$ cat config.mk
export PLATFORM = sky130hd
export DESIGN_NAME = integer_radix_formatter
export DESIGN_NICKNAME = d
export VERILOG_FILES = /design/src/rtl/irf_pkg.sv /design/src/rtl/integer_radix_formatter.sv /design/src/rtl/irf_div.sv /design/src/rtl/irf_dp.sv /design/src/rtl/irf_ctrl.sv
export VERILOG_INCLUDE_DIRS = /design/src /design/src/rtl
export SDC_FILE = /design/constraint.sdc
export NUM_CORES = 1
export LEC_CHECK = 0
export BUFFER_PORTS_ARGS = -buffer_cell sky130_fd_sc_hd__buf_2
export CELL_PAD_IN_SITES_DETAIL_PLACEMENT = 1
export CELL_PAD_IN_SITES_GLOBAL_PLACEMENT = 1
export CORE_UTILIZATION = 25
export CTS_CLUSTER_SIZE = 20
export DETAILED_ROUTE_END_ITERATION = 8
export PLACE_DENSITY_LB_ADDON = 0.1
export SETUP_SLACK_MARGIN = 0.3
export SLEW_MARGIN = 20
export SYNTH_ARGS = -nofsm -noshare
export SYNTH_HDL_FRONTEND = slang
export SYNTH_HIERARCHICAL = 1
export SYNTH_SLANG_ARGS = --single-unit
$ cat constraint.sdc
create_clock -name clk -period 9.92 [get_ports clk]
set_input_delay 0.496 -clock clk [delete_from_list [all_inputs] [get_ports clk]]
set_output_delay 0.496 -clock clk [all_outputs]
set_load 0.005 [all_outputs]
$ cat src/rtl/integer_radix_formatter_macros.svh
// Assertion macros shared by the integer radix formatter RTL.
// No dependencies; included by the modules that carry assertions.
`ifndef INTEGER_RADIX_FORMATTER_MACROS_SVH
`define INTEGER_RADIX_FORMATTER_MACROS_SVH

// Same-cycle implication, disabled while reset is asserted.
`define IRF_ASSERT_IMP(lbl, clk, rst_n, ante, cons, msg) \
	lbl: assert property (@(posedge clk) disable iff (!rst_n) (ante) |-> (cons)) \
		else $error(msg);

// Next-cycle implication, disabled while reset is asserted.
`define IRF_ASSERT_NXT(lbl, clk, rst_n, ante, cons, msg) \
	lbl: assert property (@(posedge clk) disable iff (!rst_n) (ante) |=> (cons)) \
		else $error(msg);

`endif

$ cat src/rtl/irf_pkg.sv
// Types, constants and character helpers for the integer radix formatter.
// No dependencies; used by the other RTL modules by scoped names.
package irf_pkg;

	localparam int VAL_W     = 32;
	localparam int BASE_W    = 6;
	localparam int FW_W      = 7;
	localparam int MD_W      = 6;
	localparam int FLAGS_W   = 7;
	localparam int CHAR_W    = 8;
	localparam int LEN_W     = 9;
	localparam int DIV_BITS  = 4;
	localparam int DIV_STEPS = VAL_W / DIV_BITS;
	localparam int DIV_CW    = $clog2(DIV_STEPS);

	localparam int FLG_ZERO   = 0;
	localparam int FLG_SIGNED = 1;
	localparam int FLG_PLUS   = 2;
	localparam int FLG_SPACE  = 3;
	localparam int FLG_LEFT   = 4;
	localparam int FLG_PREFIX = 5;
	localparam int FLG_LOWER  = 6;

	localparam logic [BASE_W-1:0] BASE_MIN = 6'd2;
	localparam logic [BASE_W-1:0] BASE_MAX = 6'd36;
	localparam logic [BASE_W-1:0] BASE_OCT = 6'd8;
	localparam logic [BASE_W-1:0] BASE_HEX = 6'd16;

	localparam logic [CHAR_W-1:0] CH_NONE  = 8'h00;
	localparam logic [CHAR_W-1:0] CH_SPACE = 8'h20;
	localparam logic [CHAR_W-1:0] CH_PLUS  = 8'h2B;
	localparam logic [CHAR_W-1:0] CH_MINUS = 8'h2D;
	localparam logic [CHAR_W-1:0] CH_ZERO  = 8'h30;
	localparam logic [CHAR_W-1:0] CH_UP_A  = 8'h41;
	localparam logic [CHAR_W-1:0] CH_LO_A  = 8'h61;
	localparam logic [CHAR_W-1:0] CH_UP_X  = 8'h58;
	localparam logic [CHAR_W-1:0] CH_LO_X  = 8'h78;

	typedef enum logic [2:0] {
		IRF_IDLE,
		IRF_CHECK,
		IRF_DIV_WAIT,
		IRF_PLAN,
		IRF_EMIT,
		IRF_ERR
	} irf_state_t;

	typedef struct packed {
		logic load;
		logic div_start;
		logic digit_wr;
		logic plan;
		logic emit;
		logic err;
	} irf_cmd_t;

	typedef struct packed {
		logic base_ok;
		logic div_done;
		logic digit_last;
		logic emit_last;
	} irf_sts_t;

	function automatic logic [CHAR_W-1:0] irf_digit_char(input logic [BASE_W-1:0] d,
			input logic lower);
		logic [CHAR_W-1:0] dx;
		dx = {2'b00, d};
		if (d < 6'd10)
			return CH_ZERO + dx;
		else
			return (lower ? CH_LO_A : CH_UP_A) + dx - 8'd10;
	endfunction

endpackage

$ cat src/rtl/integer_radix_formatter.sv
// Integer radix formatter top level: printf-style integer conversion to ASCII.
// Depends on irf_pkg, irf_ctrl, irf_dp (and irf_div below it).
//
//  channel  | handshake      | payload
//  ---------+----------------+--------------------------------------------------
//  command  | start / busy   | value, base, min_width, min_digits, format_flags
//  result   | strobe         | out_char, last_char, bad_base
//
// Each digit costs one pass of the shared four-bit-per-cycle divider; an invalid base
// goes from the base check straight to the error state and back to idle.
// Characters leave one per cycle, in the cycle after the internal emit step; the last
// one is shown while the next command is already accepted.
// Reset clears the controller and the result strobe; no clearing pass is needed.
// The receiver cannot stall: each strobe cycle is one delivered result.
module integer_radix_formatter #(
	parameter int MAX_FIELD   = 64,
	parameter int DIGIT_SLOTS = 36
) (
	input  logic                               clk,
	input  logic                               arst_n,
	input  logic                               start,
	output logic                               busy,
	input  logic [irf_pkg::VAL_W-1:0]          value,
	input  logic [irf_pkg::BASE_W-1:0]         base,
	input  logic [irf_pkg::FW_W-1:0]           min_width,
	input  logic [irf_pkg::MD_W-1:0]           min_digits,
	input  logic [irf_pkg::FLAGS_W-1:0]        format_flags,
	output logic                               strobe,
	output logic [irf_pkg::CHAR_W-1:0]         out_char,
	output logic                               last_char,
	output logic                               bad_base
);

	irf_pkg::irf_cmd_t cmd;
	irf_pkg::irf_sts_t sts;

	irf_ctrl u_ctrl (
		.clk    (clk),
		.arst_n (arst_n),
		.start  (start),
		.busy   (busy),
		.cmd    (cmd),
		.sts    (sts)
	);

	irf_dp #(
		.MAX_FIELD   (MAX_FIELD),
		.DIGIT_SLOTS (DIGIT_SLOTS)
	) u_dp (
		.clk          (clk),
		.arst_n       (arst_n),
		.cmd          (cmd),
		.sts          (sts),
		.value        (value),
		.base         (base),
		.min_width    (min_width),
		.min_digits   (min_digits),
		.format_flags (format_flags),
		.strobe       (strobe),
		.out_char     (out_char),
		.last_char    (last_char),
		.bad_base     (bad_base)
	);

endmodule

$ cat src/rtl/irf_div.sv
// Iterative unsigned divider: 32-bit dividend by a 6-bit radix, four bits a cycle.
// Depends on irf_pkg for widths.
module irf_div (
	input  logic                                clk,
	input  logic                                arst_n,
	input  logic                                start,
	input  logic [irf_pkg::VAL_W-1:0]          dividend,
	input  logic [irf_pkg::BASE_W-1:0]         divisor,
	output logic                                done,
	output logic [irf_pkg::VAL_W-1:0]          quotient,
	output logic [irf_pkg::BASE_W-1:0]         remainder
);

	logic [irf_pkg::VAL_W-1:0]  quo_q;
	logic [irf_pkg::BASE_W-1:0] rem_q;
	logic [irf_pkg::DIV_CW-1:0] cnt_q;
	logic                       run_q;
	logic                       done_q;

	logic [irf_pkg::VAL_W-1:0]  q_n;
	logic [irf_pkg::BASE_W-1:0] r_n;
	logic [irf_pkg::BASE_W:0]   r_w;
	logic                       last_step;

	// Restoring long division, DIV_BITS dependent steps per cycle.
	always_comb begin
		q_n = quo_q;
		r_n = rem_q;
		r_w = '0;
		for (int i = 0; i < irf_pkg::DIV_BITS; i++) begin
			r_w = {r_n, q_n[irf_pkg::VAL_W-1]};
			q_n = {q_n[irf_pkg::VAL_W-2:0], 1'b0};
			if (r_w >= {1'b0, divisor}) begin
				r_w = r_w - {1'b0, divisor};
				q_n[0] = 1'b1;
			end
			r_n = r_w[irf_pkg::BASE_W-1:0];
		end
	end

	assign last_step = (cnt_q == irf_pkg::DIV_CW'(irf_pkg::DIV_STEPS - 1));

	always_ff @(posedge clk or negedge arst_n) begin
		if (!arst_n) begin
			run_q  <= 1'b0;
			done_q <= 1'b0;
			cnt_q  <= '0;
		end else begin
			done_q <= run_q && last_step;
			if (start) begin
				run_q <= 1'b1;
				cnt_q <= '0;
			end else if (run_q) begin
				cnt_q <= cnt_q + 1'b1;
				if (last_step)
					run_q <= 1'b0;
			end
		end
	end

	always_ff @(posedge clk) begin
		if (start) begin
			quo_q <= dividend;
			rem_q <= '0;
		end else if (run_q) begin
			quo_q <= q_n;
			rem_q <= r_n;
		end
	end

	assign done      = done_q;
	assign quotient  = quo_q;
	assign remainder = rem_q;

endmodule

$ cat src/rtl/irf_dp.sv
// Formatter datapath: operand capture, divider, digit store, layout plan, character stage.
// Depends on irf_pkg, irf_div and integer_radix_formatter_macros.svh.
`include "integer_radix_formatter_macros.svh"

module irf_dp #(
	parameter int MAX_FIELD   = 64,
	parameter int DIGIT_SLOTS = 36
) (
	input  logic                               clk,
	input  logic                               arst_n,
	input  irf_pkg::irf_cmd_t                  cmd,
	output irf_pkg::irf_sts_t                  sts,
	input  logic [irf_pkg::VAL_W-1:0]          value,
	input  logic [irf_pkg::BASE_W-1:0]         base,
	input  logic [irf_pkg::FW_W-1:0]           min_width,
	input  logic [irf_pkg::MD_W-1:0]           min_digits,
	input  logic [irf_pkg::FLAGS_W-1:0]        format_flags,
	output logic                               strobe,
	output logic [irf_pkg::CHAR_W-1:0]         out_char,
	output logic                               last_char,
	output logic                               bad_base
);

	localparam int DIG_AW = $clog2(DIGIT_SLOTS);
	localparam int NDW    = $clog2(DIGIT_SLOTS + 1);
	localparam int POS_W  = $clog2(MAX_FIELD);
	localparam int LEN_W  = irf_pkg::LEN_W;

	// Captured operands
	logic [irf_pkg::VAL_W-1:0]  num_q;
	logic [irf_pkg::BASE_W-1:0] base_q;
	logic [irf_pkg::FW_W-1:0]   fw_q;
	logic [irf_pkg::MD_W-1:0]   md_q;
	logic [irf_pkg::CHAR_W-1:0] sign_q;
	logic [1:0]                 pre_len_q;
	logic                       zero_q;
	logic                       left_q;
	logic                       lower_q;
	logic                       base_ok_q;
	logic                       neg;

	// Digit store
	logic [irf_pkg::BASE_W-1:0] digit_mem_q [DIGIT_SLOTS];
	logic [NDW-1:0]             nd_q;

	// Divider
	logic                       div_done;
	logic [irf_pkg::VAL_W-1:0]  div_quo;
	logic [irf_pkg::BASE_W-1:0] div_rem;

	// Layout plan
	logic [LEN_W-1:0]        b1_q, b2_q, b3_q, b5_q, b6_q, dtop_q;
	logic [POS_W-1:0]        last_pos_q;
	logic [POS_W-1:0]        pos_q;
	logic [LEN_W-1:0]        nd_x, prec, core, pad, lead, padz, trail, total, cap;
	logic signed [LEN_W-1:0] size_s;
	logic                    has_sign;

	// Character stage
	logic [LEN_W-1:0]           posx;
	logic                       in_dig;
	logic [DIG_AW-1:0]          dig_addr;
	logic [NDW-1:0]             dig_addr_x;
	logic [irf_pkg::CHAR_W-1:0] ch;
	logic                       valid_s1, last_s1, err_s1, dig_s1;
	logic [irf_pkg::CHAR_W-1:0] char_s1;
	logic [irf_pkg::BASE_W-1:0] rd_s1;

	assign neg = format_flags[irf_pkg::FLG_SIGNED] && value[irf_pkg::VAL_W-1];

	always_ff @(posedge clk) begin
		if (cmd.load) begin
			num_q     <= neg ? (irf_pkg::VAL_W'(0) - value) : value;
			base_q    <= base;
			fw_q      <= min_width;
			md_q      <= min_digits;
			base_ok_q <= (base >= irf_pkg::BASE_MIN) && (base <= irf_pkg::BASE_MAX);
			left_q    <= format_flags[irf_pkg::FLG_LEFT];
			zero_q    <= format_flags[irf_pkg::FLG_ZERO] && !format_flags[irf_pkg::FLG_LEFT];
			lower_q   <= format_flags[irf_pkg::FLG_LOWER];
			if (neg)
				sign_q <= irf_pkg::CH_MINUS;
			else if (format_flags[irf_pkg::FLG_PLUS])
				sign_q <= irf_pkg::CH_PLUS;
			else if (format_flags[irf_pkg::FLG_SPACE])
				sign_q <= irf_pkg::CH_SPACE;
			else
				sign_q <= irf_pkg::CH_NONE;
			if (!format_flags[irf_pkg::FLG_PREFIX])
				pre_len_q <= 2'd0;
			else if (base == irf_pkg::BASE_HEX)
				pre_len_q <= 2'd2;
			else if (base == irf_pkg::BASE_OCT)
				pre_len_q <= 2'd1;
			else
				pre_len_q <= 2'd0;
		end else if (cmd.digit_wr) begin
			num_q <= div_quo;
		end
	end

	irf_div u_div (
		.clk       (clk),
		.arst_n    (arst_n),
		.start     (cmd.div_start),
		.dividend  (num_q),
		.divisor   (base_q),
		.done      (div_done),
		.quotient  (div_quo),
		.remainder (div_rem)
	);

	always_ff @(posedge clk or negedge arst_n) begin
		if (!arst_n)
			nd_q <= '0;
		else if (cmd.load)
			nd_q <= '0;
		else if (cmd.digit_wr)
			nd_q <= nd_q + 1'b1;
	end

	// Digits land least significant first
	always_ff @(posedge clk) begin
		if (cmd.digit_wr)
			digit_mem_q[nd_q[DIG_AW-1:0]] <= div_rem;
		if (cmd.emit)
			rd_s1 <= digit_mem_q[dig_addr];
	end

	assign sts.base_ok    = base_ok_q;
	assign sts.div_done   = div_done;
	assign sts.digit_last = (div_quo == '0) || (nd_q == NDW'(DIGIT_SLOTS - 1));
	assign sts.emit_last  = (pos_q == last_pos_q);

	// Layout: lead spaces, sign, prefix, zero pad, precision zeros, digits, trail spaces
	always_comb begin
		has_sign = (sign_q != irf_pkg::CH_NONE);
		nd_x     = LEN_W'(nd_q);
		prec     = (nd_x > LEN_W'(md_q)) ? nd_x : LEN_W'(md_q);
		core     = LEN_W'(has_sign) + LEN_W'(pre_len_q) + prec;
		size_s   = signed'(LEN_W'(fw_q)) - signed'(core);
		pad      = size_s[LEN_W-1] ? '0 : LEN_W'(size_s);
		lead     = (!zero_q && !left_q) ? pad : '0;
		padz     = zero_q ? pad : '0;
		trail    = left_q ? pad : '0;
		total    = core + lead + padz + trail;
		cap      = (total > LEN_W'(MAX_FIELD)) ? LEN_W'(MAX_FIELD) : total;
	end

	always_ff @(posedge clk) begin
		if (cmd.plan) begin
			b1_q       <= lead;
			b2_q       <= lead + LEN_W'(has_sign);
			b3_q       <= lead + LEN_W'(has_sign) + LEN_W'(pre_len_q);
			b5_q       <= lead + core - nd_x + padz;
			b6_q       <= lead + core + padz;
			dtop_q     <= lead + core + padz - LEN_W'(1);
			last_pos_q <= POS_W'(cap - LEN_W'(1));
		end
	end

	always_ff @(posedge clk or negedge arst_n) begin
		if (!arst_n)
			pos_q <= '0;
		else if (cmd.plan)
			pos_q <= '0;
		else if (cmd.emit)
			pos_q <= pos_q + 1'b1;
	end

	assign posx       = LEN_W'(pos_q);
	assign in_dig     = (posx >= b5_q) && (posx < b6_q);
	assign dig_addr   = DIG_AW'(dtop_q - posx);
	assign dig_addr_x = NDW'(dig_addr);

	always_comb begin
		if (posx < b1_q)
			ch = irf_pkg::CH_SPACE;
		else if (posx < b2_q)
			ch = sign_q;
		else if (posx < b3_q)
			ch = (posx == b2_q) ? irf_pkg::CH_ZERO :
				(lower_q ? irf_pkg::CH_LO_X : irf_pkg::CH_UP_X);
		else if (posx < b5_q)
			ch = irf_pkg::CH_ZERO;
		else
			ch = irf_pkg::CH_SPACE;
	end

	always_ff @(posedge clk or negedge arst_n) begin
		if (!arst_n) begin
			valid_s1 <= 1'b0;
			last_s1  <= 1'b0;
			err_s1   <= 1'b0;
		end else begin
			valid_s1 <= cmd.emit || cmd.err;
			last_s1  <= cmd.err || (cmd.emit && sts.emit_last);
			err_s1   <= cmd.err;
		end
	end

	always_ff @(posedge clk) begin
		if (cmd.emit || cmd.err) begin
			char_s1 <= cmd.err ? irf_pkg::CH_NONE : ch;
			dig_s1  <= cmd.emit && in_dig;
		end
	end

	assign strobe    = valid_s1;
	assign last_char = last_s1;
	assign bad_base  = err_s1;
	assign out_char  = dig_s1 ? irf_pkg::irf_digit_char(rd_s1, lower_q) : char_s1;

	`IRF_ASSERT_IMP(a_rem_below_base, clk, arst_n, sts.div_done, div_rem < base_q, "remainder not below base")
	`IRF_ASSERT_IMP(a_digit_room, clk, arst_n, cmd.digit_wr, nd_q < NDW'(DIGIT_SLOTS), "digit store overflow")
	`IRF_ASSERT_IMP(a_digit_read_written, clk, arst_n, cmd.emit && in_dig, dig_addr_x < nd_q, "digit read beyond stored digits")

endmodule

$ cat src/rtl/irf_ctrl.sv
// Formatter controller: sequences capture, digit divisions, layout plan and emission.
// Depends on irf_pkg and integer_radix_formatter_macros.svh.
`include "integer_radix_formatter_macros.svh"

module irf_ctrl (
	input  logic               clk,
	input  logic               arst_n,
	input  logic               start,
	output logic               busy,
	output irf_pkg::irf_cmd_t  cmd,
	input  irf_pkg::irf_sts_t  sts
);

	irf_pkg::irf_state_t state_q, state_d;
	logic [4:0]          cmd_vec;

	always_ff @(posedge clk or negedge arst_n) begin
		if (!arst_n)
			state_q <= irf_pkg::IRF_IDLE;
		else
			state_q <= state_d;
	end

	always_comb begin
		state_d = state_q;
		case (state_q)
			irf_pkg::IRF_IDLE: begin
				if (start)
					state_d = irf_pkg::IRF_CHECK;
			end
			irf_pkg::IRF_CHECK: begin
				state_d = sts.base_ok ? irf_pkg::IRF_DIV_WAIT : irf_pkg::IRF_ERR;
			end
			irf_pkg::IRF_DIV_WAIT: begin
				if (sts.div_done)
					state_d = sts.digit_last ? irf_pkg::IRF_PLAN : irf_pkg::IRF_CHECK;
			end
			irf_pkg::IRF_PLAN: begin
				state_d = irf_pkg::IRF_EMIT;
			end
			irf_pkg::IRF_EMIT: begin
				if (sts.emit_last)
					state_d = irf_pkg::IRF_IDLE;
			end
			irf_pkg::IRF_ERR: begin
				state_d = irf_pkg::IRF_IDLE;
			end
			default: begin
				state_d = irf_pkg::IRF_IDLE;
			end
		endcase
	end

	always_comb begin
		cmd           = '0;
		busy          = 1'b1;
		case (state_q)
			irf_pkg::IRF_IDLE: begin
				busy     = 1'b0;
				cmd.load = start;
			end
			irf_pkg::IRF_CHECK: begin
				cmd.div_start = sts.base_ok;
			end
			irf_pkg::IRF_DIV_WAIT: begin
				cmd.digit_wr = sts.div_done;
			end
			irf_pkg::IRF_PLAN: begin
				cmd.plan = 1'b1;
			end
			irf_pkg::IRF_EMIT: begin
				cmd.emit = 1'b1;
			end
			irf_pkg::IRF_ERR: begin
				cmd.err = 1'b1;
			end
			default: begin
				busy = 1'b1;
			end
		endcase
	end

	assign cmd_vec = {cmd.load, cmd.div_start, cmd.plan, cmd.emit, cmd.err};

	`IRF_ASSERT_IMP(a_cmd_exclusive, clk, arst_n, 1'b1, $onehot0(cmd_vec), "conflicting commands")
	`IRF_ASSERT_NXT(a_start_waits, clk, arst_n, cmd.div_start, state_q == irf_pkg::IRF_DIV_WAIT, "division start not followed by wait")
	`IRF_ASSERT_NXT(a_emit_ends, clk, arst_n, cmd.emit && sts.emit_last, !busy, "block still busy after last character")

endmodule

After elaboration in Yosys (flattened, before gate mapping) --
Memory sizes are Yosys's and may differ from the RTL's. A register that Yosys moved wholly into a read port is not among the register bits. Index checks and enable logic that the tools add are counted. W data, S select, Z words.
Storage, ports and cells: flip-flop bits (word level) 190, memory bits (writable) 216, input port bits 61, output and inout port bits 12, word-level logic and storage cells 168, memories kept 1
Memories:
- u_dp.digit_mem_q | depth 36, bits a word 6, rd ports 1, clocked after memory_dff 1, write ports 1, RTL line irf_dp.sv:43 | logic [irf_pkg::BASE_W-1:0] digit_mem_q [DIGIT_SLOTS];
Cells by class: add/subtract/negate cells 24, magnitude comparators 15, equal/unequal tests 14, multiplexer cells 56, bitwise operators 1, reduce and logical (&&, ||, !) cells 24
Operators by type and width (count):
- $mux W32 | 5
- $mux W6 | 14
- $mux W8 | 6
- $add A9 B9 Y9 | 5
- $lt A6 B9 Y1 | 5
- $logic_not A32 Y1 | 1
- $sub A1 B32 Y32 const A | 1
- $sub A6 B6 Y6 | 5
- $ge A7 B6 Y1 | 4
- $mux W9 | 3
- $mux W3 | 7
- $mux W1 | 17
- $pmux W3 S5 | 1
- $add A6 B1 Y6 const B | 2
- $sub A6 B1 Y6 const B | 2
- $add A9 B1 Y9 | 1
- $add A9 B2 Y9 | 1
- $eq A3 B3 Y1 const B | 3
- $eq A6 B9 Y1 | 1
- $ge A6 B9 Y1 | 1
- $gt A9 B7 Y1 const B | 1
- $sub A8 B9 Y9 | 1
- $sub A9 B6 Y9 | 1
- $add A8 B6 Y8 | 1
- other kinds (27) | 45

Longest topological paths before layout --
Gate-level depths: netlist of the first run.
depth in word-level cells 12, depth in mapped cells 46, depth with buffers taken out 44

Hierarchy --
Netlist of the first run, hierarchy kept.
By module, submodules not included:
- irf_dp | instances 1, cells each 1321, area an instance 18246.2 um^2
- irf_div | instances 1, cells each 269, area an instance 3057.9 um^2
- irf_ctrl | instances 1, cells each 33, area an instance 267.8 um^2

Worst setup path before layout of the first run --
No wires, ideal clock.
path type flip-flop to flip-flop, from register u_dp.nd_q[0], to register u_dp.last_pos_q[4], data pin, setup time 276 ps, arrival 8576 ps, required time 9644 ps, slack 1068 ps, stages on the path, launching flop included 43, path through dfrtp_1 > clkbuf_1 > inv_1 > ha_1 > nor2b_1 > o21ai_2 > a31oi_1 > o21ai_2 > clkbuf_1 > nand2_1 > o21ai_0 > fa_1 > fa_1 > inv_1 > ha_1 > nor2b_4 > o31a_2 > o41ai_4 > [7 not listed] > inv_1 > a21oi_1 > xnor2_1 > ha_1 > xnor2_1 > ha_1 > or2_1 > a21o_1 > a21boi_1 > and3_1 > or3_1 > o211a_1 > or2_4 > nand3_1 > ha_1 > nand2_1 > mux2i_1 > a32oi_2
Between the ends: word-level cells in the longest chain between the ends 12, elaborated cells on any way between the ends 14
RTL lines:
- from (decl) | RTL line irf_dp.sv:44 | logic [NDW-1:0] nd_q;
- from (signal assigned) | RTL line irf_dp.sv:119 | nd_q <= nd_q + 1'b1;
- $gt A6 B6 Y1 | RTL line irf_dp.sv:139 | prec = (nd_x > LEN_W'(md_q)) ? nd_x : LEN_W'(md_q);
- $mux W6 (*) | RTL line irf_dp.sv:139
- $add A9 B9 Y9 (*) | RTL line irf_dp.sv:140 | core = LEN_W'(has_sign) + LEN_W'(pre_len_q) + prec;
- $sub A8 B9 Y9 (*) | RTL line irf_dp.sv:141 | size_s = signed'(LEN_W'(fw_q)) - signed'(core);
- $mux W8 (*) | RTL line irf_dp.sv:142 | pad = size_s[LEN_W-1] ? '0 : LEN_W'(size_s);
- $mux W9 (*) | RTL line irf_dp.sv:143 | lead = (!zero_q && !left_q) ? pad : '0;
- via u_dp.lead[2] | RTL line irf_dp.sv:55 | logic [LEN_W-1:0] nd_x, prec, core, pad, lead, padz, trail, total, cap;
- $add A9 B9 Y9 (*) (3 in a row) | RTL line irf_dp.sv:146 | total = core + lead + padz + trail;
- $gt A9 B7 Y1 | RTL line irf_dp.sv:147 | cap = (total > LEN_W'(MAX_FIELD)) ? LEN_W'(MAX_FIELD) : total;
- $mux W6 (*) | RTL line irf_dp.sv:147
- $sub A6 B1 Y6 (*) | RTL line irf_dp.sv:158 | last_pos_q <= POS_W'(cap - LEN_W'(1));
- to (signal assigned) | RTL line irf_dp.sv:158
- to (decl) | RTL line irf_dp.sv:53 | logic [POS_W-1:0] last_pos_q;
Mark *: on every way through the listed nets, which the timed path passes. The rest lies on a longest branch. A chain may end at the register's enable or synchronous reset.

Final worst setup path of the first run --
from register u_dp.nd_q[2], to register u_dp.last_pos_q[4], data pin
The elaborated chain is that of the path after synthesis.

==> results.yml, run 1 <==
floorplan:
  start_util: 0.253
  dieHeight_um: 296
  ios: 73
  fp.dieW_um: 296
  coreArea_um2: 85300
  num_rows: 107
  dieArea_um2: 87500
route:
  drc: 0
  antenna_left: 0
  vias: 13200
  first_pass_iters: 4
  post_drt_wl_per_cell_um: 20.9
  via_per_inst: 4.54
  routed_wl_mm: 60.8
  dr.first_iter.drc_count: 552
critical_path:
  slowest_delay_ns: 0.61
  timing.rr.end: "u_dp/last_pos_q[4]"
  endpoint_kind: "flip-flop"
  reg2regPathDepth: 42
  crit_path_top_delay_cell: "fa_2"
  cp-startpoint: "u_dp/nd_q[2]"
  required_ns: 10.24
  r2r_setup_slack_ns: 0.68
  crit_arrival_ns: 9.56
  path_max_fanout: 14
  crit_type: "flip-flop to flip-flop"
  rr_startpoint: "u_dp/nd_q[2]"
  critPathLaunchType: "flip-flop"
  worst_path_most_repeated_cell: "ha_1"
cells_and_area:
  final_util: 0.293
  final_cells: 2906
  area_delta_synth_final_pct: 16.0
  final_common_cell: "edfxtp_1"
  final_cell_mix: "edfxtp_1, nor2_1, inv_1"
  nNetsFinal: 1926
  drive_gt1_frac: 0.191
  diodes: 0
clock_network:
  path_clk_slew_ns: 0.06
  cts-root-buf: "clkbuf_16"
  numCtsBuffers: 49
  clock_latency_ns: 0.61
  cts_max_path_buffers: 3
  cts_sinks: 406
  tritoncts: "yes"
  htreeDepth: 2
global_route:
  grt_pass1_vias: 14300
  gr-usage-all-layers: 0.142
  grt.overflow.total: 0
  grt_antenna_before_repair: 1
  grt_max_degree: 93
  grt_pass1_wl_mm: 92.6
timing:
  maxSlewViolCount: 0
  fmax_mhz: 108
  fin_ws_ns: 0.680
  slew_headroom: 0.284
  fin_crit_ns: 9.24
  fin_skew_ns: 0.0272
  final.setup.tns_ns: 0
  rsz0062_at_grt: "true"
  period_share: 0.931
  setup_viol: 0
  worstMarginPinSlew_ns: 1.07
  hold_violations: 0
min_path:
  hold_depth: 1
  hold_path_end: "u_dp/fw_q[6]"
  worstHoldStart: "min_width[6]"
  hold_class: "input port to flip-flop"
placement:
  place_inst: 2814
  place_ws_ns: 0.286
  place.gp.congestion: 0.762
  dp.final_hpwl_mm: 43.9
  io_buffers: 72
flow_run:
  drv_cap: 0
synthesis:
  syn_inst: 1623
  synth_nets: 1822
  synth-async-reset-ratio: 0.0567
  ys_ff_latch: 406
  ys_seq_area_frac: 0.557
  synth-main-ff-cell: "edfxtp_1"
  yosysWarnings: 6
  syn_area_um2: 21600
  synth-edff-count: 377
  synthDistinctLibCells: 102
  avgSynthCellArea_um2: 13.3
status:
  outcome: "completed"
## worst max path at each step
stage | endpoint | cells after the start
CTS | u_dp/last_pos_q[4] | 41
finish | u_dp/last_pos_q[4] | 42
global placement | u_dp/last_pos_q[4] | 41
global route | u_dp/last_pos_q[4] | 44
detailed placement | u_dp/last_pos_q[4] | 43
floorplan | u_dp/last_pos_q[4] | 42
## final cells by class
type                       count  area, um2
fill                        9234      60300
sequential                   406      12000
multi-input combinational   1039       8980
tap                         1144       1430
clock buffer                  65       1300
timing repair buffer         105        623
inverter                     126        473
clock inverter                21        194
## critical path: cells and delay by family (launching register included)
kind            cells  cell delay [ns]
buf+inv             6             0.70
simple gates       11             1.84
mux                 1             0.21
flops               1             0.36
fa+ha+maj           9             3.06
xor+xnor            2             0.34
compound gates     13             2.45
## cell families (layout without fill, tap and decap cells)
group | Yosys count | after routing | synth area share
multiplexers | 134 | 134 | 0.103
adder cells (fa/ha/maj) | 139 | 139 | 0.0868
AND/OR/NAND/NOR | 399 | 399 | 0.0967
XOR/XNOR | 113 | 113 | 0.0459
other | 1 | 1 | 0.000174
flip-flops | 406 | 406 | 0.557
buffers and inverters | 178 | 317 | 0.0327
AO/OA/AOI/OAI | 253 | 253 | 0.0776
## Yosys cell counts, types with 8 or more instances
library cell,count,area share
inv_1,123,0.021
a21o_1,30,0.010
and2_1,24,0.0070
nand2b_1,13,0.0038
a31oi_1,8,0.0023
fa_1,18,0.017
or3_1,8,0.0023
nor2b_1,16,0.0046
a21oi_1,98,0.023
edfxtp_1,377,0.52
clkbuf_1,35,0.0061
nor3_1,21,0.0049
ha_1,120,0.070
o21a_1,14,0.0049
nor2_1,160,0.028
nand4_1,14,0.0041
xor2_1,31,0.013
nor4_1,13,0.0038
o21ai_0,33,0.0077
dfrtp_1,23,0.027
mux2_2,40,0.021
xnor2_1,82,0.033
mux2i_1,26,0.012
nand3_1,24,0.0056
nand2_1,47,0.0082
mux4_2,66,0.069
buf_2,8,0.0019
## registers in the layout, indices dropped and copies added, names as in the netlist, 7 cells and up
name / count
u_dp/b5_q: 9
u_dp/char_s1: 7
u_dp/num_q: 32
u_dp/b6_q: 9
u_dp/b1_q: 7
u_dp/fw_q: 7
u_dp/digit_mem_q: 216
u_dp/b3_q: 9
u_dp/b2_q: 8
u_dp/u_div/quotient: 32
## stage by stage
step / hold WS [ns] / cell area, um2
finish: 0.0606 / 25000
detailed placement: 0.527 / 23400
global route: 0.0241 / 25000
global placement: 0.506 / 23400
floorplan: 0.200 / 21600
CTS: 0.0186 / 24900
## metal layers
metal,up-vias,part of all wire,track usage
li1,6243,-,-
met4,0,0.016,0.0300
met3,56,0.031,0.0208
met5,-,0,0
met1,6728,0.48,0.196
met2,156,0.47,0.235
## timing repair
action,in CTS,in global routing
pin swaps,0,7
hold endpoints to repair,23,0
setup buffers,0,4
resized for setup,1,14
setup endpoints to repair,1,7
hold buffers,1,0
Power of run 1 is left out: the tool's default activity adds up to more than one toggle a clock period on the data nets, which glitch-free logic cannot reach.
==> inputs of run 2 (changes only) <==
Settings changed: CELL_PAD_IN_SITES_GLOBAL_PLACEMENT 1 to 2.
==> run 2 against run 1 <==
Flip-flop and latch count did not move; worst setup slack improved by 0.24 ns; global-route usage increased by 0.18 points; largest cell class unchanged; die area unchanged.
==> results.yml, run 2 (synthesis gave the netlist of run 1 again) <==
critical_path:
  crit_path_top_delay_cell: "fa_2"
  path_max_fanout: 5
  cp-startpoint: "u_dp/md_q[4]"
  crit_arrival_ns: 9.31
  rr_startpoint: "u_dp/md_q[4]"
  reg2regPathDepth: 42
  required_ns: 10.24
  worst_path_most_repeated_cell: "ha_1"
  slowest_delay_ns: 0.59
  critPathLaunchType: "flip-flop"
  r2r_setup_slack_ns: 0.93
  endpoint_kind: "flip-flop"
  timing.rr.end: "u_dp/last_pos_q[4]"
  crit_type: "flip-flop to flip-flop"
global_route:
  met2_usage: 0.238
  grt.overflow.total: 0
  gr-usage-all-layers: 0.144
  top_usage_layer: "met2"
  grt_pass1_wl_mm: 93.4
  grt_antenna_before_repair: 0
  grt_max_degree: 55
  grt_use_met1: 0.199
  met3_usage: 0.0177
  grt_pass1_vias: 14200
route:
  first_pass_iters: 4
  drc: 0
  via_per_inst: 4.51
  vias: 13200
  routed_wl_mm: 61.8
  post_drt_wl_per_cell_um: 21.2
  antenna_left: 0
  dr.first_iter.drc_count: 618
flow_run:
  drv_cap: 0
clock_network:
  cts-root-buf: "clkbuf_16"
  path_clk_slew_ns: 0.06
  numCtsBuffers: 50
  clock_latency_ns: 0.60
  cts_max_path_buffers: 3
  cts_sinks: 406
  htreeDepth: 2
  tritoncts: "yes"
floorplan:
  dieHeight_um: 296
  coreArea_um2: 85300
  num_rows: 107
  start_util: 0.253
  ios: 73
  dieArea_um2: 87500
  fp.dieW_um: 296
status:
  outcome: "completed"
min_path:
  hold_depth: 1
  worstHoldStart: "min_width[2]"
  hold_path_end: "u_dp/fw_q[2]"
  hold_class: "input port to flip-flop"
cells_and_area:
  drive_gt1_frac: 0.199
  nNetsFinal: 1929
  register_area_um2: 12000
  final_cells: 2917
  largest_reg_flops: 216
  area_delta_synth_final_pct: 16.5
  num-fill-cells: 9247
  multi_input_area_um2: 8950
  final_common_cell: "edfxtp_1"
  final_cell_mix: "edfxtp_1, nor2_1, inv_1"
timing:
  maxSlewViolCount: 0
  slew_headroom: 0.333
  setup_viol: 0
  worstMarginPinSlew_ns: 0.999
  period_share: 0.907
  fin_crit_ns: 8.99
  rsz0062_at_grt: "false"
  hold_violations: 0
  fin_skew_ns: 0.0184
  final.setup.tns_ns: 0
  fmax_mhz: 111
placement:
  place.gp.congestion: 0.761
  dp.final_hpwl_mm: 44.7
  place_inst: 2816
  io_buffers: 72
run 2: cell types whose count changed in the layout (fill, tap and decap cells not counted), moves of 3 or more:
cell	before	now
clkbuf_8	1	14
clkbuf_1	15	12
buf_4	31	34
inv_6	0	3
clkinv_1	9	4
inv_16	3	0
run 2: repair_timing:
| item | 4_1_cts | 5_1_grt |
|---|---|---|
| hold endpoints to repair | 23 | 0 |
| endpoints found under the setup margin | 1 | 3 |
| hold buffers | 1 | 0 |
| pin swaps | 0 | 5 |
| resized for setup | 2 | 10 |
| buffers inserted | 0 | 5 |
run 2: final cells by class:
| class | count | share of cell area |
|---|---|---|
| antenna | 1 | 0.0000996 |
| clock buffer | 76 | 0.0593 |
| clock inverter | 18 | 0.00573 |
| inverter | 126 | 0.0188 |
| multi-input combinational | 1039 | 0.356 |
| sequential | 406 | 0.478 |
| tap | 1144 | 0.0570 |
| timing repair buffer | 107 | 0.0249 |
run 2: per-layer routing:
metal	vias up	part of all wire
li1	6266	-
met1	6655	0.49
met2	164	0.47
met3	78	0.026
met4	0	0.019
met5	-	0
run 2: metrics by stage:
| stage | cell area (um2) | utilization | hold WS [ns] | setup slack [ns] |
|---|---|---|---|---|
| global placement | 23400 | 0.274 | 0.505 | 0.447 |
| detailed placement | 23400 | 0.274 | 0.519 | 0.255 |
| floorplan | 21600 | - | 0.200 | 1.07 |
| CTS | 25100 | 0.294 | 0.0306 | 0.409 |
| finish | 25100 | 0.295 | 0.0794 | 0.925 |
| global route | 25100 | 0.295 | 0.0469 | 0.327 |
run 2: worst max-delay path, delay by kind of cell, from the launching register on:
family                     cells  cell delay (ns)
adders and majority gates      9             2.98
and+or+nand+nor               11             1.82
DFF                            1             0.39
xor gates and xnor gates       2             0.33
AOI/OAI and AO/OA             13             2.42
muxes                          1             0.17
buffers and inverters          6             0.59
run 2: worst max-delay path by stage:
stage	end	slack, ns	depth (start not counted)
2_1_floorplan	u_dp/last_pos_q[4]	1.07	42
3_3_place_gp	u_dp/last_pos_q[4]	0.45	42
3_5_place_dp	u_dp/last_pos_q[4]	0.25	42
4_1_cts	u_dp/last_pos_q[4]	0.41	42
5_1_grt	u_dp/last_pos_q[4]	0.33	44
6_report	u_dp/last_pos_q[4]	0.93	42
Power of run 2 is left out for the same reason.
==> inputs of run 3 (changes only) <==
Clock period 9.92 ns to 11.35 ns, I/O delays scaled along.
==> run 3 against run 2 <==
Hold slack gained 0.086 ns; die area is the same; flip-flop and latch count is the same; design area shrank 0.43%; worst setup slack gained 0.48 ns.
==> results.yml, run 3 (synthesis gave the netlist of run 1 again) <==
placement:
  place.gp.congestion: 0.775
  dp.final_hpwl_mm: 44.5
  place_inst: 2805
  place_ws_ns: 1.34
  io_buffers: 72
global_route:
  grt_pass1_wl_mm: 92.9
  gr-usage-all-layers: 0.143
  grt_antenna_before_repair: 1
  grt.overflow.total: 0
  grt_max_degree: 61
  grt_pass1_vias: 14200
cells_and_area:
  final_cells: 2900
  register_area_um2: 12000
  largest_reg_flops: 216
  multi_input_area_um2: 8900
  nNetsFinal: 1912
  final_cell_mix: "edfxtp_1, nor2_1, inv_1"
  drive_gt1_frac: 0.182
  num-fill-cells: 9270
  final_common_cell: "edfxtp_1"
  area_delta_synth_final_pct: 16.0
route:
  antenna_left: 0
  post_drt_wl_per_cell_um: 21.3
  drc: 0
  routed_wl_mm: 61.8
  dr.first_iter.drc_count: 652
  first_pass_iters: 4
  via_per_inst: 4.53
  vias: 13100
clock_network:
  cts_max_path_buffers: 3
  cts_sinks: 406
  clock_latency_ns: 0.59
  cts.repair.resized: 0
  post-cts-setup-buffers: 0
  ctsHoldBuffers: 1
  path_clk_slew_ns: 0.06
  tritoncts: "yes"
  numCtsBuffers: 49
  htreeDepth: 2
  cts-root-buf: "clkbuf_16"
timing:
  fin_crit_ns: 9.95
  period_share: 0.876
  maxSlewViolCount: 0
  worstMarginPinSlew_ns: 1.02
  slew_headroom: 0.315
  setup_viol: 0
  rsz0062_at_grt: "false"
  fin_skew_ns: 0.0139
  fmax_mhz: 101
  fin_ws_ns: 1.40
  hold_ws_ns: 0.165
  final.setup.tns_ns: 0
  hold_violations: 0
critical_path:
  crit_path_top_delay_cell: "dfrtp_1"
  required_ns: 11.67
  crit_arrival_ns: 10.26
  path_buf_inv: 3
  cp_top_family: "adder cells"
  endpoint_kind: "flip-flop"
  critPathLaunchType: "flip-flop"
  slowest_delay_ns: 0.56
  worst_path_most_repeated_cell: "ha_1"
  path_max_fanout: 14
  crit_type: "flip-flop to flip-flop"
flow_run:
  drv_cap: 0
floorplan:
  start_util: 0.253
  fp.dieW_um: 296
  dieArea_um2: 87500
  num_rows: 107
  coreArea_um2: 85300
  dieHeight_um: 296
  ios: 73
status:
  outcome: "completed"
min_path:
  hold_class: "input port to flip-flop"
run 3: per-layer routing:
layer	track usage	part of all wire	vias to the layer above	wire length (um)
met4	0.0389	0.021	0	1320
li1	-	-	6222	-
met1	0.197	0.48	6624	29800
met3	0.0198	0.030	78	1840
met2	0.235	0.47	200	28900
met5	0	0	-	0
run 3: layout make-up:
type / count / share of cell area
Clock inverter: 30 / 0.0149
Inverter: 126 / 0.0189
Sequential cell: 406 / 0.480
Clock buffer: 62 / 0.0526
Tap cell: 1144 / 0.0572
Antenna cell: 2 / 0.000200
Timing Repair Buffer: 91 / 0.0202
Multi-Input combinational cell: 1039 / 0.356
run 3: worst paths after layout:
path | endpoint | slack (ns) | cells after the start | startpoint
min reg2reg | u_dp/u_div/cnt_q[1] | 0.54 | 2 | u_dp/u_div/cnt_q[1]
max | u_dp/last_pos_q[4] | 1.40 | 39 | u_dp/nd_q[2]
max in group asynchronous | u_dp/u_div/cnt_q[1] | 10.35 | 2 | arst_n
min | u_dp/fw_q[5] | 0.16 | 1 | min_width[5]
max reg2reg | u_dp/last_pos_q[4] | 1.40 | 39 | u_dp/nd_q[2]
min in group asynchronous | u_dp/last_char | 0.54 | 2 | arst_n
run 3: metrics by stage:
step / util / area, um2
6_report: 0.293 / 25000
5_1_grt: 0.293 / 25000
4_1_cts: 0.293 / 25000
3_5_place_dp: 0.273 / 23300
3_3_place_gp: 0.273 / 23300
2_1_floorplan: - / 21600
Power of run 3 is left out for the same reason.
